==> config.mk <==
export PLATFORM = sky130hd
export DESIGN_NAME = gaags_ctrl
export DESIGN_NICKNAME = d
export VERILOG_FILES = /design/src/hw/rtl/gaags_pkg.sv /design/src/hw/rtl/gaags_ctrl.sv
export SDC_FILE = /design/constraint.sdc
export NUM_CORES = 1
export LEC_CHECK = 0
export ABC_AREA = 0
export BUFFER_PORTS_ARGS = -buffer_cell sky130_fd_sc_hd__clkbuf_2
export CAP_MARGIN = 15
export CELL_PAD_IN_SITES_DETAIL_PLACEMENT = 1
export CELL_PAD_IN_SITES_GLOBAL_PLACEMENT = 1
export CORE_MARGIN = 2
export CORE_UTILIZATION = 30
export CTS_CLUSTER_DIAMETER = 150
export CTS_CLUSTER_SIZE = 25
export DETAILED_ROUTE_END_ITERATION = 6
export GPL_ROUTABILITY_DRIVEN = 0
export PLACE_DENSITY_LB_ADDON = 0.1
export SLEW_MARGIN = 20
export SYNTH_ARGS = -nofsm -noshare
export SYNTH_HDL_FRONTEND = slang
export SYNTH_SLANG_ARGS = --single-unit
==> constraint.sdc <==
create_clock -name clk -period 4.8 [get_ports clk]
set_clock_uncertainty 0.2 [all_clocks]
set_input_delay 0.96 -clock clk [delete_from_list [all_inputs] [get_ports clk]]
set_output_delay 0.96 -clock clk [all_outputs]
set_load 0.005 [all_outputs]
==> src/hw/rtl/gaags_pkg.sv <==
// ----------------------------------------------------------------------------
// gaags_pkg: shared types and constants
// Sizes, input item codes, register indexes and the controller/datapath
// command and status structures for the alignment score unit.
// ----------------------------------------------------------------------------
`default_nettype none
package gaags_pkg;
  localparam int MaxQueryLen = 1024;
  localparam int MaxDbLen    = 65536;
  localparam int AlphaSize   = 32;
  localparam int QAW         = $clog2(MaxQueryLen);
  localparam int QLW         = $clog2(MaxQueryLen + 1);
  localparam int CIW         = $clog2(MaxDbLen + 1);
  localparam int SYW         = 5;
  localparam int TAW         = 2 * SYW;

  localparam logic [1:0] KindTable = 2'd0;
  localparam logic [1:0] KindQuery = 2'd1;
  localparam logic [1:0] KindDb    = 2'd2;

  localparam logic [0:0] RegGapOpen   = 1'd0;
  localparam logic [0:0] RegGapExtend = 1'd1;

  // Command from the controller to the datapath for one query position.
  typedef struct packed {
    logic           init;    // first column: set up H and E from the gaps
    logic           start;   // first query position of a column
    logic           step;    // a cell result is written back this cycle
    logic [QAW-1:0] pos;     // query position being read
    logic           rd;      // issue reads for pos
  } gaags_cmd_t;

  typedef struct packed {
    logic [31:0] h_last;
  } gaags_sts_t;
endpackage
`default_nettype wire

==> src/hw/rtl/gaags_ctrl.sv <==
// ----------------------------------------------------------------------------
// gaags_ctrl: sequencer for the alignment score unit
// Decodes items, keeps query length and column index, and sweeps the
// query positions for each database symbol.
// ----------------------------------------------------------------------------
`default_nettype none
module gaags_ctrl (
  input  wire logic                      clk,
  input  wire logic                      rst_n,
  input  wire logic                      in_valid,
  output logic                           in_ready,
  input  wire logic [1:0]                in_kind,
  input  wire logic                      in_last,
  output logic                           out_valid,
  input  wire logic                      out_ready,
  output gaags_pkg::gaags_cmd_t          cmd,
  output logic                           q_we,
  output logic [gaags_pkg::QAW-1:0]      q_addr,
  output logic [gaags_pkg::CIW-1:0]      col_idx,
  output logic                           res_load
);
  import gaags_pkg::*;

  typedef enum logic [3:0] {
    S_IDLE  = 4'b0001,
    S_SWEEP = 4'b0010,
    S_DRAIN = 4'b0100,
    S_OUT   = 4'b1000
  } state_t;

  state_t         state_r, state_nxt;
  logic [QLW-1:0] qlen_r, qlen_nxt;
  logic           qdone_r, qdone_nxt;
  logic [CIW-1:0] col_r, col_nxt;
  logic [QLW-1:0] pos_r, pos_nxt;
  logic           last_r, last_nxt;
  logic           init_r, init_nxt;
  logic [2:0]     pipe_r;
  logic           acc, db_go;
  logic [QLW-1:0] qbase;

  assign in_ready  = (state_r == S_IDLE);
  assign out_valid = (state_r == S_OUT);
  assign acc       = in_valid && in_ready;
  assign db_go     = acc && (in_kind == KindDb) && qdone_r && (qlen_r != '0);
  assign qbase     = qdone_r ? '0 : qlen_r;
  assign q_we      = acc && (in_kind == KindQuery) && (qbase < QLW'(MaxQueryLen));
  assign q_addr    = qbase[QAW-1:0];
  assign col_idx   = col_r;

  always_comb begin
    state_nxt = state_r;
    qlen_nxt  = qlen_r;
    qdone_nxt = qdone_r;
    col_nxt   = col_r;
    pos_nxt   = pos_r;
    last_nxt  = last_r;
    init_nxt  = init_r;
    res_load  = 1'b0;
    cmd       = '0;
    cmd.pos   = pos_r[QAW-1:0];
    unique case (state_r)
      S_IDLE: begin
        if (acc && in_kind == KindQuery) begin
          qlen_nxt  = q_we ? qbase + 1'b1 : qbase;
          qdone_nxt = in_last;
          col_nxt   = '0;
        end
        if (db_go) begin
          state_nxt = S_SWEEP;
          pos_nxt   = '0;
          last_nxt  = in_last;
          init_nxt  = (col_r == '0);
        end
      end
      S_SWEEP: begin
        cmd.rd    = 1'b1;
        cmd.start = (pos_r == '0);
        cmd.init  = init_r;
        pos_nxt   = pos_r + 1'b1;
        if (pos_r + 1'b1 == qlen_r) state_nxt = S_DRAIN;
      end
      S_DRAIN: begin
        if (pipe_r == 3'b000) begin
          if (col_r != CIW'(MaxDbLen)) col_nxt = col_r + 1'b1;
          if (last_r) begin
            col_nxt   = '0;
            res_load  = 1'b1;
            state_nxt = S_OUT;
          end else begin
            state_nxt = S_IDLE;
          end
        end
      end
      S_OUT: begin
        if (out_ready) state_nxt = S_IDLE;
      end
      default: state_nxt = S_IDLE;
    endcase
    // The cell fires once its read has passed through pipe_r[0] and pipe_r[1].
    cmd.step = pipe_r[1];
  end

  always_ff @(posedge clk) begin
    if (!rst_n) begin
      state_r <= S_IDLE;
      qlen_r  <= '0;
      qdone_r <= 1'b0;
      col_r   <= '0;
      pos_r   <= '0;
      last_r  <= 1'b0;
      init_r  <= 1'b0;
      pipe_r  <= '0;
    end else begin
      state_r <= state_nxt;
      qlen_r  <= qlen_nxt;
      qdone_r <= qdone_nxt;
      col_r   <= col_nxt;
      pos_r   <= pos_nxt;
      last_r  <= last_nxt;
      init_r  <= init_nxt;
      pipe_r  <= {pipe_r[1:0], (state_r == S_SWEEP)};
    end
  end
endmodule
`default_nettype wire

==> metrics.cfg <==
[synthesis]
synth_commonest_cells = dfxtp_1, nor2_1, nand2_1
yosysMostFrequentCell = dfxtp_1
syn_avg_cell_area_um2 = 7.76
synth-async-reset-ratio = 0
synth_area_um2 = 2920
synth_top_cell_area_share = 0.336
syn-num-nets = 388
synth-edff-count = 0
yosys_register_bits = 49
ys_top_cells_by_area = dfxtp_1, nor2_1, xor2_1
synthCells = 376
ys_warn_count = 0
synth_area_leader_cell = dfxtp_1
yosysSeqAreaShare = 0.336
synth_cell_types = 59
ys.flop_type = dfxtp_1

[run]
maxCapViolCount = 0

[placed_design]
numPortBuffers = 51
place_area_um2 = 3170
dpl.hpwl_mm = 6.42
place_ws_ns = 1.60

[clocking]
clk_pin_slew_worst_paths_ns = 0.09
cts_tree = built
clock-sinks = 49
cts_root_buffer = clkbuf_8
clock_latency_ns = 0.30
cts_made_buffers = 5
h-tree-depth = 2
cts_setup_buffers = 0
cts_resized = 0
clockBufferDepth = 2
hold_buffers = 0

[sta]
hold_viol = 0
report.final.slew_viol_count = 0
relSlewSlack = 0.274
hold_ws_ns = 0.255
fin_crit_ns = 3.54
worst_pin_slew_ns = 1.07
rsz0062_at_grt = false
fmax_mhz = 283
tns_ns = 0
finalSetupViolations = 0
setup_ws_ns = 1.26
fin_crit_sh = 0.737

[critical_path]
worstSetupEndpointType = output port
critPathLaunchType = register
cp_slowest_cell = or4b_2
critical-path-top-delay-family = simple AND/OR/NAND/NOR gates
crit_path_cell_trace = or4b_2, inv_1, and2_1, clkbuf_2
critical_path_class = reg2out
r2r_slack_ns = 1.94
max_stage_delay_ns = 0.91
cp.required_ns = 3.64
cp_max_fo = 18
arrival_ns = 2.38
critPathBufInv = 2

[global_route]
grt_max_degree = 24
overflow = 0
track_usage = 0.170
first_global_vias = 2705
grt_pass1_wl_mm = 14.1
antenna_found_initial = 0

[pwr]
p_leak_nw = 1.28
p_per_area_nw_per_um2 = 276
vdd_drop_max_mv = 0.124

[die]
die_h_um = 103
core_area_um2 = 9330
floorplan.initialDensity = 0.313
io_pins = 52
die_x_um = 103
rows = 35
dieArea_um2 = 10500

[drt]
wl_mm = 8.68
num_vias = 2751
drtIter0Drc = 59
ant_nets = 0
avgViaCountPerCell = 5.16
wire_per_inst_um = 16.3
route.detailed.drc = 0
drt-pass1-iter-count = 4

[final_layout]
diodes = 0
num-fill-cells = 1147
nets = 415
drive_above_1_share = 0.173
fin_area_um2 = 3290
area_delta_synth_final_pct = 12.8

[status]
status = completed

[hold_path]
holdCritPathClass = reg2reg

tightest hold or removal path, delay by kind of cell, from the launching register on:
kind / cells / cell delay [ns]
AOI/OAI and AO/OA: 1 / 0.05
DFF: 1 / 0.32
and+or+nand+nor: 1 / 0.05
state kept, by name, summed over array words and instances, names as in the netlist:
register / count
col_idx: 17
pos_r: 11
qlen_r: 11
state_r: 4
pipe_r: 3
init_r: 1
last_r: 1
qdone_r: 1
layout by cell type, fill, tap and decap left out, drive strengths merged, types with 2 or more instances in the layout:
cell type and n:
nor4b 3, a311oi 2, or4 2, and2 5, nand3 16, o21ai 17, and3 4, nor3 14
nand4b 2, nand2b 3, nand3b 2, nor2 48, nand4 8, nor4 7, o21a 3, xnor2 11
nand2 30, or3 6, nor2b 13, or4b 3, xor2 16, ha 5, inv 15, clkbuf 58
a21oi 24, mux2i 3, nor3b 2, dfxtp 49, a31oi 3, and4 2, o211ai 4
through the flow:
step | total power, mW | std cells | utilization
6_report | 0.909 | 533 | 0.353
5_1_grt | 0.956 | 533 | 0.353
2_1_floorplan | 0.554 | 376 | -
3_3_place_gp | 0.603 | 525 | 0.340
4_1_cts | 0.926 | 533 | 0.353
3_5_place_dp | 0.604 | 525 | 0.340
layout make-up:
type                            instances  area [um2]  share of cell area
Inverter                               16        61.3              0.0186
Multi-Input combinational cell        279        1710               0.519
Clock buffer                            7        86.3              0.0262
Tap cell                              129         161              0.0490
Clock inverter                          1        30.0             0.00913
Timing Repair Buffer                   52         263              0.0798
Sequential cell                        49         981               0.298
layer usage:
layer	wire, um	global-route usage
met1	4310	0.242
met2	4000	0.277
met3	331	0.0237
met4	38	0.0277
met5	0	0
final timing paths:
| check | startpoint | end | depth (start not counted) |
|---|---|---|---|
| setup / recovery | state_r[2] | cmd[13] | 4 |
| hold / removal | init_r | init_r | 2 |
| setup reg to reg | pos_r[0] | state_r[0] | 6 |
| hold reg to reg | init_r | init_r | 2 |
cells by family (layout without fill, tap and decap cells):
family / count (synthesis) / after routing / share of synthesized area
xor gates and xnor gates: 27 / 27 / 0.0810
and+or+nand+nor: 172 / 172 / 0.306
muxes: 4 / 4 / 0.0142
adders and majority gates: 5 / 5 / 0.0214
AOI/OAI and AO/OA: 71 / 71 / 0.163
buffers and inverters: 48 / 76 / 0.0785
DFF: 49 / 49 / 0.336
where the power goes:
part	switching, mW	internal [mW]	leakage [nW]
clock network	0.145	0.170	0.0585
registers	0.0175	0.418	0.395
logic	0.0986	0.0590	0.828
total	0.261	0.648	1.28
No activity file was read; power rests on OpenSTA's default activity.
